$ cat src/rtl/smfd_pkg.sv
package smfd_pkg;

    // Sync byte detection
    localparam logic [7:0] SYNC_MASK    = 8'hF8;
    localparam logic [7:0] SYNC_VALUE   = 8'h80;
    localparam logic [7:0] BUTTON_LINES = 8'h07;

    // Number of button lines carried in a sync byte
    localparam int BUTTON_LINE_COUNT    = 3;
    localparam int DEFAULT_BUTTON_COUNT = 3;

    // Byte position within a frame
    localparam logic [2:0] POS_HUNT = 3'd0;
    localparam logic [2:0] POS_X1   = 3'd1;
    localparam logic [2:0] POS_Y1   = 3'd2;
    localparam logic [2:0] POS_X2   = 3'd3;
    localparam logic [2:0] POS_Y2   = 3'd4;

    typedef enum logic [1:0] {
        KIND_PRESS   = 2'd0,
        KIND_RELEASE = 2'd1,
        KIND_MOTION  = 2'd2
    } smfd_kind_t;

    // Decoded frame handed from the framer to the event emitter
    typedef struct packed {
        logic [BUTTON_LINE_COUNT-1:0] change;
        logic [BUTTON_LINE_COUNT-1:0] pressed;
        logic                         motion;
        logic signed [8:0]            dx;
        logic signed [8:0]            dy;
    } smfd_frame_t;

    // Reorder inverted button lines into button order
    function automatic logic [2:0] button_order(input logic [2:0] lines);
        logic [2:0] result;
        begin
            unique case (lines)
                3'd0:    result = 3'd0;
                3'd1:    result = 3'd4;
                3'd2:    result = 3'd1;
                3'd3:    result = 3'd5;
                3'd4:    result = 3'd2;
                3'd5:    result = 3'd6;
                3'd6:    result = 3'd3;
                3'd7:    result = 3'd7;
                default: result = 3'd0;
            endcase
            return result;
        end
    endfunction

endpackage

$ cat src/rtl/smfd_framer.sv
module smfd_framer
    import smfd_pkg::*;
#(
    parameter int BUTTON_COUNT = DEFAULT_BUTTON_COUNT
)
(
    input  logic        clk,
    input  logic        rst_n,
    input  logic        cfg_we,
    input  logic        cfg_wdata,
    input  logic        in_valid,
    output logic        in_stall,
    input  logic [7:0]  rx_byte,
    input  logic        pend_empty,
    output logic        frame_load,
    output smfd_frame_t frame
);

    localparam logic [BUTTON_LINE_COUNT-1:0] BUTTON_MASK =
        BUTTON_LINE_COUNT'((1 << BUTTON_COUNT) - 1);

    logic                         enable_reg;
    logic                         byte_valid_reg;
    logic                         byte_valid_next;
    logic [7:0]                   byte_reg;
    logic [2:0]                   pos_reg;
    logic [2:0]                   pos_next;
    logic [2:0]                   buttons_reg;
    logic [2:0]                   buttons_next;
    logic [2:0]                   held_reg;
    logic [2:0]                   held_next;
    logic [7:0]                   x1_reg;
    logic [7:0]                   y1_reg;
    logic [7:0]                   x2_reg;
    logic                         is_final;
    logic                         go;
    logic                         accept;
    logic [BUTTON_LINE_COUNT-1:0] change;

    // Final byte waits while earlier events drain
    assign is_final = enable_reg && (pos_reg == POS_Y2);
    assign go       = byte_valid_reg && (!is_final || pend_empty);
    assign in_stall = byte_valid_reg && !go;
    assign accept   = in_valid && !in_stall;

    assign change = (buttons_reg ^ held_reg) & BUTTON_MASK;

    // Build the decoded frame from stored bytes and the current byte
    always_comb
    begin
        frame.change  = change;
        frame.pressed = buttons_reg;
        frame.dx      = $signed({x1_reg[7], x1_reg}) + $signed({x2_reg[7], x2_reg});
        frame.dy      = $signed({y1_reg[7], y1_reg}) + $signed({byte_reg[7], byte_reg});
        frame.motion  = (frame.dx != 9'sd0) || (frame.dy != 9'sd0);
    end

    assign frame_load = go && is_final;

    // Advance frame position and button state
    always_comb
    begin
        pos_next        = pos_reg;
        buttons_next    = buttons_reg;
        held_next       = held_reg;
        byte_valid_next = accept ? 1'b1 : (go ? 1'b0 : byte_valid_reg);
        if (go && enable_reg)
        begin
            if (pos_reg == POS_HUNT)
            begin
                if ((byte_reg & SYNC_MASK) == SYNC_VALUE)
                begin
                    buttons_next = button_order(~byte_reg[2:0] & BUTTON_LINES[2:0]);
                    pos_next     = POS_X1;
                end
            end
            else if (pos_reg == POS_Y2)
            begin
                pos_next  = POS_HUNT;
                held_next = held_reg ^ change;
            end
            else
            begin
                pos_next = pos_reg + 3'd1;
            end
        end
    end

    // Hold control state
    always_ff @(posedge clk or negedge rst_n)
    begin
        if (!rst_n)
        begin
            enable_reg     <= 1'b0;
            byte_valid_reg <= 1'b0;
            pos_reg        <= POS_HUNT;
            buttons_reg    <= 3'd0;
            held_reg       <= 3'd0;
        end
        else
        begin
            if (cfg_we)
            begin
                enable_reg <= cfg_wdata;
            end
            byte_valid_reg <= byte_valid_next;
            pos_reg        <= pos_next;
            buttons_reg    <= buttons_next;
            held_reg       <= held_next;
        end
    end

    // Capture the request byte and the data bytes of a frame
    always_ff @(posedge clk)
    begin
        if (accept)
        begin
            byte_reg <= rx_byte;
        end
        if (go && enable_reg)
        begin
            case (pos_reg)
                POS_X1:  x1_reg <= byte_reg;
                POS_Y1:  y1_reg <= byte_reg;
                POS_X2:  x2_reg <= byte_reg;
                default: ;
            endcase
        end
    end

endmodule

$ cat src/rtl/smfd_emitter.sv
module smfd_emitter
    import smfd_pkg::*;
(
    input  logic              clk,
    input  logic              rst_n,
    input  logic              frame_load,
    input  smfd_frame_t       frame,
    output logic              pend_empty,
    output logic              out_valid,
    input  logic              out_stall,
    output logic [1:0]        event_kind,
    output logic [1:0]        button_index,
    output logic signed [8:0] delta_x,
    output logic signed [8:0] delta_y,
    output logic              last_of_frame
);

    logic [BUTTON_LINE_COUNT-1:0] chg_reg;
    logic [BUTTON_LINE_COUNT-1:0] chg_next;
    logic [BUTTON_LINE_COUNT-1:0] pressed_reg;
    logic                         mot_reg;
    logic                         mot_next;
    logic signed [8:0]            dx_reg;
    logic signed [8:0]            dy_reg;
    logic                         out_valid_reg;
    logic                         out_valid_next;
    logic                         pop;
    logic                         pick_found;
    logic [1:0]                   pick_idx;
    smfd_kind_t                   kind_next;
    logic [1:0]                   idx_next;
    logic signed [8:0]            ox_next;
    logic signed [8:0]            oy_next;
    logic                         last_next;
    smfd_kind_t                   kind_reg;
    logic [1:0]                   idx_reg;
    logic signed [8:0]            ox_reg;
    logic signed [8:0]            oy_reg;
    logic                         last_reg;

    assign pend_empty = (chg_reg == '0) && !mot_reg;
    assign pop        = !pend_empty && (!out_valid_reg || !out_stall);

    // Pick the lowest changed button
    always_comb
    begin
        pick_found = 1'b0;
        pick_idx   = 2'd0;
        for (int j = BUTTON_LINE_COUNT - 1; j >= 0; j--)
        begin
            if (chg_reg[j])
            begin
                pick_found = 1'b1;
                pick_idx   = 2'(j);
            end
        end
    end

    // Form the next event and drop it from the pending set
    always_comb
    begin
        chg_next  = chg_reg;
        mot_next  = mot_reg;
        kind_next = KIND_MOTION;
        idx_next  = 2'd0;
        ox_next   = dx_reg;
        oy_next   = dy_reg;
        if (pick_found)
        begin
            kind_next          = pressed_reg[pick_idx] ? KIND_PRESS : KIND_RELEASE;
            idx_next           = pick_idx;
            ox_next            = 9'sd0;
            oy_next            = 9'sd0;
            chg_next[pick_idx] = 1'b0;
        end
        else
        begin
            mot_next = 1'b0;
        end
        last_next = (chg_next == '0) && !mot_next;

        if (frame_load)
        begin
            chg_next = frame.change;
            mot_next = frame.motion;
        end
        else if (!pop)
        begin
            chg_next = chg_reg;
            mot_next = mot_reg;
        end

        if (pop)
        begin
            out_valid_next = 1'b1;
        end
        else if (!out_stall)
        begin
            out_valid_next = 1'b0;
        end
        else
        begin
            out_valid_next = out_valid_reg;
        end
    end

    // Hold pending set and output valid
    always_ff @(posedge clk or negedge rst_n)
    begin
        if (!rst_n)
        begin
            chg_reg       <= '0;
            mot_reg       <= 1'b0;
            out_valid_reg <= 1'b0;
        end
        else
        begin
            chg_reg       <= chg_next;
            mot_reg       <= mot_next;
            out_valid_reg <= out_valid_next;
        end
    end

    // Capture frame payload and result payload
    always_ff @(posedge clk)
    begin
        if (frame_load)
        begin
            pressed_reg <= frame.pressed;
            dx_reg      <= frame.dx;
            dy_reg      <= frame.dy;
        end
        if (pop)
        begin
            kind_reg <= kind_next;
            idx_reg  <= idx_next;
            ox_reg   <= ox_next;
            oy_reg   <= oy_next;
            last_reg <= last_next;
        end
    end

    assign out_valid     = out_valid_reg;
    assign event_kind    = kind_reg;
    assign button_index  = idx_reg;
    assign delta_x       = ox_reg;
    assign delta_y       = oy_reg;
    assign last_of_frame = last_reg;

endmodule

$ cat src/rtl/serial_mouse_frame_decoder.sv
// Path: input byte register, then pending event set, then output register.
// Events of one frame follow one per cycle, at most four, while out_stall is low.
// Throughput: one byte per cycle; a frame's last byte waits in the input register
// until the event queue of the previous frame has drained.
// Reset: decoder disabled, hunting for sync, all buttons released, no request pending.
module serial_mouse_frame_decoder
    import smfd_pkg::*;
#(
    parameter int BUTTON_COUNT = DEFAULT_BUTTON_COUNT
)
(
    input  logic              clk,
    input  logic              rst_n,
    input  logic              cfg_we,
    input  logic              cfg_wdata,
    input  logic              in_valid,
    output logic              in_stall,
    input  logic [7:0]        rx_byte,
    output logic              out_valid,
    input  logic              out_stall,
    output logic [1:0]        event_kind,
    output logic [1:0]        button_index,
    output logic signed [8:0] delta_x,
    output logic signed [8:0] delta_y,
    output logic              last_of_frame
);

    logic        pend_empty;
    logic        frame_load;
    smfd_frame_t frame;

    // Frame assembly and button tracking
    smfd_framer #(
        .BUTTON_COUNT(BUTTON_COUNT)
    ) u_framer (
        .clk        (clk),
        .rst_n      (rst_n),
        .cfg_we     (cfg_we),
        .cfg_wdata  (cfg_wdata),
        .in_valid   (in_valid),
        .in_stall   (in_stall),
        .rx_byte    (rx_byte),
        .pend_empty (pend_empty),
        .frame_load (frame_load),
        .frame      (frame)
    );

    // Event sequencing into the output register
    smfd_emitter u_emitter (
        .clk           (clk),
        .rst_n         (rst_n),
        .frame_load    (frame_load),
        .frame         (frame),
        .pend_empty    (pend_empty),
        .out_valid     (out_valid),
        .out_stall     (out_stall),
        .event_kind    (event_kind),
        .button_index  (button_index),
        .delta_x       (delta_x),
        .delta_y       (delta_y),
        .last_of_frame (last_of_frame)
    );

endmodule

$ cat config.mk
export PLATFORM = sky130hd
export DESIGN_NAME = serial_mouse_frame_decoder
export DESIGN_NICKNAME = d
export VERILOG_FILES = /design/src/rtl/smfd_pkg.sv /design/src/rtl/smfd_framer.sv /design/src/rtl/smfd_emitter.sv /design/src/rtl/serial_mouse_frame_decoder.sv
export SDC_FILE = /design/constraint.sdc
export NUM_CORES = 1
export LEC_CHECK = 0
export ABC_AREA = 1
export BUFFER_PORTS_ARGS = -buffer_cell sky130_fd_sc_hd__buf_2
export CAP_MARGIN = 20
export CORE_UTILIZATION = 55
export CTS_CLUSTER_SIZE = 8
export DETAILED_ROUTE_END_ITERATION = 8
export PLACE_DENSITY = 0.79
export SETUP_SLACK_MARGIN = 0.3
export SYNTH_ARGS = -nofsm -noshare
export SYNTH_HDL_FRONTEND = slang
export SYNTH_SLANG_ARGS = --single-unit
$ cat constraint.sdc
create_clock -name clk -period 2.15 [get_ports clk]
set_input_delay 0.3225 -clock clk [delete_from_list [all_inputs] [get_ports clk]]
set_output_delay 0.3225 -clock clk [all_outputs]
set_load 0.01 [all_outputs]
==> flow_summary.toml <==
[synth]
yosysWarnings = 0
syn-mean-instance-area_sq_um = 10.89
synth_cell_type_count = 36
synth-seq-area-share_pct = 63.02
commonest_register_cell_after_synthesis = "sky130_fd_sc_hd__edfxtp_1"
synth_area_sq_mm = 0.004257
synth_top_area_share_pct = 53.62
synth-seq-cells = 92
synth.area.top_cells = "sky130_fd_sc_hd__edfxtp_1 (54%), sky130_fd_sc_hd__dfrtp_1 (9.4%), sky130_fd_sc_hd__nand2_1 (8.8%)"
synth_enable_flop_cells = 76
synthesis.nets = 428
asyncSetResetFlopFracSynth_pct = 17.39
post_synth_inst_count = 391
yosysTopAreaCell = "sky130_fd_sc_hd__edfxtp_1"

[final_layout]
drive_above_1_share_pct = 22.58
final_antenna_diode_count = 0
fillers = 570
stdcell_area_sq_mm = 0.004957
area_growth_pct = 16.46
nets = 497

[floorplan]
initial_standard_cell_utilization_of_the_core_pct = 57.76
design.die.area_sq_mm = 0.008095
rows = 31
die_h_um = 89.97
pin_count = 39
chipWidth_um = 89.97
core-area_sq_mm = 0.007370

[clocking]
clock_tree.root_cell = "sky130_fd_sc_hd__clkbuf_8"
clock_tree.htree_level_count = 3
tritoncts_clock_tree = "done"
clkSinkCount = 92
tritoncts_buffers = 9
clk_pin_slew_worst_paths_ns = 0.08
cts_buffer_depth = 2
clkLatencyLatePin_ns = 0.36

[setup_path]
critPathCaptureType = "flop"
cp-start-kind = "flop"
cpMaxStageDelayCell = "sky130_fd_sc_hd__edfxtp_1"
crit_path_start = "u_framer.byte_reg[0]$_DFFE_PP_"
cell_breakdown_of_the_critical_path = "ha_2 -> fa_2 -> nor2_1 -> and2_1 -> nand3_1 -> nor2_1 -> nand3_1 -> nor2_1 -> nand3_1 -> nand2_1 -> nand2_1"
rr_worst_depth = 11
r2r_start = "u_framer.byte_reg[0]$_DFFE_PP_"
crit_arrival_ns = 2.21
path_class = "flop to flop"
crit_buf_inv = 0
required_time_at_the_worst_slack_endpoint_ns = 2.41
critical_path.reg2reg.endpoint = "u_emitter.mot_reg$_DFFE_PN0P_"
cpLargestDelayFamily = "simple AND/OR/NAND/NOR gates"
timing.critical_path.depth = 11
crit_end = "u_emitter.mot_reg$_DFFE_PN0P_"
crit_path_max_incr_delay_ns = 0.44
cp_max_fo = 2
r2r_slack_ns = 0.19

[timing]
fin_max_slew_vios = 0
finalWorstPathRequiredPeriod_ns = 1.957
finalCritPeriodShare_pct = 91.02
final-setup-viol-count = 0
worst-slew-pin-transition_ns = 0.3742
finClkSkew_ns = 0.007115
timing_hold_violations_final = 0
layout_setup_ws_ns = 0.1930
holdWs_ns = 0.1356
slew-limit-headroom_pct = 75.05
maxClockFrequency_ghz = 0.5110
setup_repair_after_global_routing_missed_its_margin = "true"
finalSetupTns_ns = 0

[global_route]
globalRouteTotalUtil_pct = 17.76
grt_max_degree = 26
remaining_global_route_overflow = 0
grt_antenna_before_repair = 0
vias_in_the_first_global_route = 2553
first_pass_grt_wire_length_um = 11160

[placed_design]
detailedPlacementHpwl_um = 4928
gp_congestion = 0.8424
dpl-instance-area_sq_mm = 0.004621
place_ws_ns = 0.07125
port_buffers = 38

[power_and_ir_drop]
report.power.total_mw = 4.792
leakage_nw = 2.275
peak_supply_drop_mv = 0.6118
pwr_density_cell_mw_per_mm2 = 966.7

[drt]
vias_per_cell = 4.865
detail-route-antenna-nets = 0
drt_pre_antenna_iters = 5
dr_total_vias = 2744
detail_route.wirelength_um = 6662
post-route-drc-count = 0
drt-wirelength-per-cell_um = 11.81
detailedRoute.firstIterationViolations = 138

[min_path]
min_path_type = "primary input to flop"

[status]
outcome = "finished clean"

[job]
drv.max_cap_violation_count = 0
worst min-delay path by stage:
| stage | startpoint | end | slack [ns] | cells past startpoint |
|---|---|---|---|---|
| final | rx_byte[5] | u_framer.byte_reg[5]$_DFFE_PP_ | 0.14 | 1 |
| after global routing | rx_byte[5] | u_framer.byte_reg[5]$_DFFE_PP_ | 0.11 | 1 |
| after CTS | rx_byte[5] | u_framer.byte_reg[5]$_DFFE_PP_ | 0.12 | 1 |
| after detailed placement | rst_n | u_emitter.chg_reg[0]$_DFFE_PN0P_ | 0.26 | 1 |
| after global placement | rst_n | u_emitter.chg_reg[1]$_DFFE_PN0P_ | 0.25 | 1 |
| after floorplan | rst_n | u_emitter.chg_reg[0]$_DFFE_PN0P_ | 0.03 | 0 |
power by group:
group | total (mW) | switching [mW] | leakage, nW | internal, mW
clock network | 1.04 | 0.560 | 0.0961 | 0.480
logic | 1.31 | 0.816 | 1.26 | 0.496
registers | 2.44 | 0.115 | 0.914 | 2.33
total | 4.79 | 1.49 | 2.28 | 3.30
cell usage in the layout, fill, tap and decap left out, types with 6 or more instances in the layout:
master                     instances
sky130_fd_sc_hd__buf_4            20
sky130_fd_sc_hd__nand3_1          16
sky130_fd_sc_hd__a21oi_1           7
sky130_fd_sc_hd__nand3b_1          6
sky130_fd_sc_hd__nand2_1          98
sky130_fd_sc_hd__edfxtp_1         76
sky130_fd_sc_hd__inv_2             8
sky130_fd_sc_hd__nor2_1           37
sky130_fd_sc_hd__dfrtp_1          16
sky130_fd_sc_hd__buf_2            38
sky130_fd_sc_hd__clkbuf_8         11
sky130_fd_sc_hd__ha_1             18
sky130_fd_sc_hd__inv_1            60
cell families after synthesis:
group,synth area share [%]
xor+xnor,0.6174
simple gates,20.14
fa+ha+maj,7.113
compound gates,2.763
flops,63.02
buf+inv,6.349
worst register-to-register path: stages (launching register included):
cell	delay, ns
sky130_fd_sc_hd__edfxtp_1	0.44
sky130_fd_sc_hd__ha_2	0.23
sky130_fd_sc_hd__fa_2	0.42
sky130_fd_sc_hd__nor2_1	0.12
sky130_fd_sc_hd__and2_1	0.13
sky130_fd_sc_hd__nand3_1	0.06
sky130_fd_sc_hd__nor2_1	0.09
sky130_fd_sc_hd__nand3_1	0.08
sky130_fd_sc_hd__nor2_1	0.11
sky130_fd_sc_hd__nand3_1	0.09
sky130_fd_sc_hd__nand2_1	0.07
sky130_fd_sc_hd__nand2_1	0.04
per-stage QoR:
stage	util, %	instances
global route	67.27	564
detailed placement	62.70	534
floorplan	-	391
CTS	66.18	557
finish	67.27	564
global placement	62.70	534
Yosys cell counts, types with 2 or more instances:
cell type,count
sky130_fd_sc_hd__nor2_1,40
sky130_fd_sc_hd__o21ai_0,2
sky130_fd_sc_hd__o21ai_1,3
sky130_fd_sc_hd__fa_1,2
sky130_fd_sc_hd__a21oi_1,7
sky130_fd_sc_hd__xnor2_1,3
sky130_fd_sc_hd__dfrtp_1,16
sky130_fd_sc_hd__nand3_1,16
sky130_fd_sc_hd__nand2_1,100
sky130_fd_sc_hd__nand4_1,2
sky130_fd_sc_hd__inv_1,62
sky130_fd_sc_hd__or2_1,3
sky130_fd_sc_hd__o22ai_1,3
sky130_fd_sc_hd__nor3_1,2
sky130_fd_sc_hd__edfxtp_1,76
sky130_fd_sc_hd__ha_1,21
sky130_fd_sc_hd__nand2_4,3
sky130_fd_sc_hd__inv_2,7
sky130_fd_sc_hd__nand3b_1,6
layout make-up:
cell class | instances | area, sq um | area share, %
clock buffer | 12 | 155.1 | 3.130
multi-input combinational | 228 | 1354 | 27.31
timing repair buffer | 59 | 350.3 | 7.067
sequential | 92 | 2683 | 54.11
clock inverter | 4 | 23.77 | 0.4796
tap | 99 | 123.9 | 2.499
inverter | 70 | 267.8 | 5.401
what timing repair did:
action / in CTS / in global routing
hold buffers: 1 / 0
gates resized for setup: 7 / 10
buffers inserted: 6 / 7
pin swaps: 1 / 7
endpoints found under the hold margin: 16 / 0
setup endpoints to repair: 48 / 48
per-layer routing:
layer	global-route usage [%]	up-vias	share of wire (%)
met1	21.77	1255	45
met5	0	-	0
met4	8.199	0	2.2
met3	5.076	14	4.1
li1	-	1411	-
met2	29.29	64	48
Note: power is estimated with default switching activity, not from simulation.
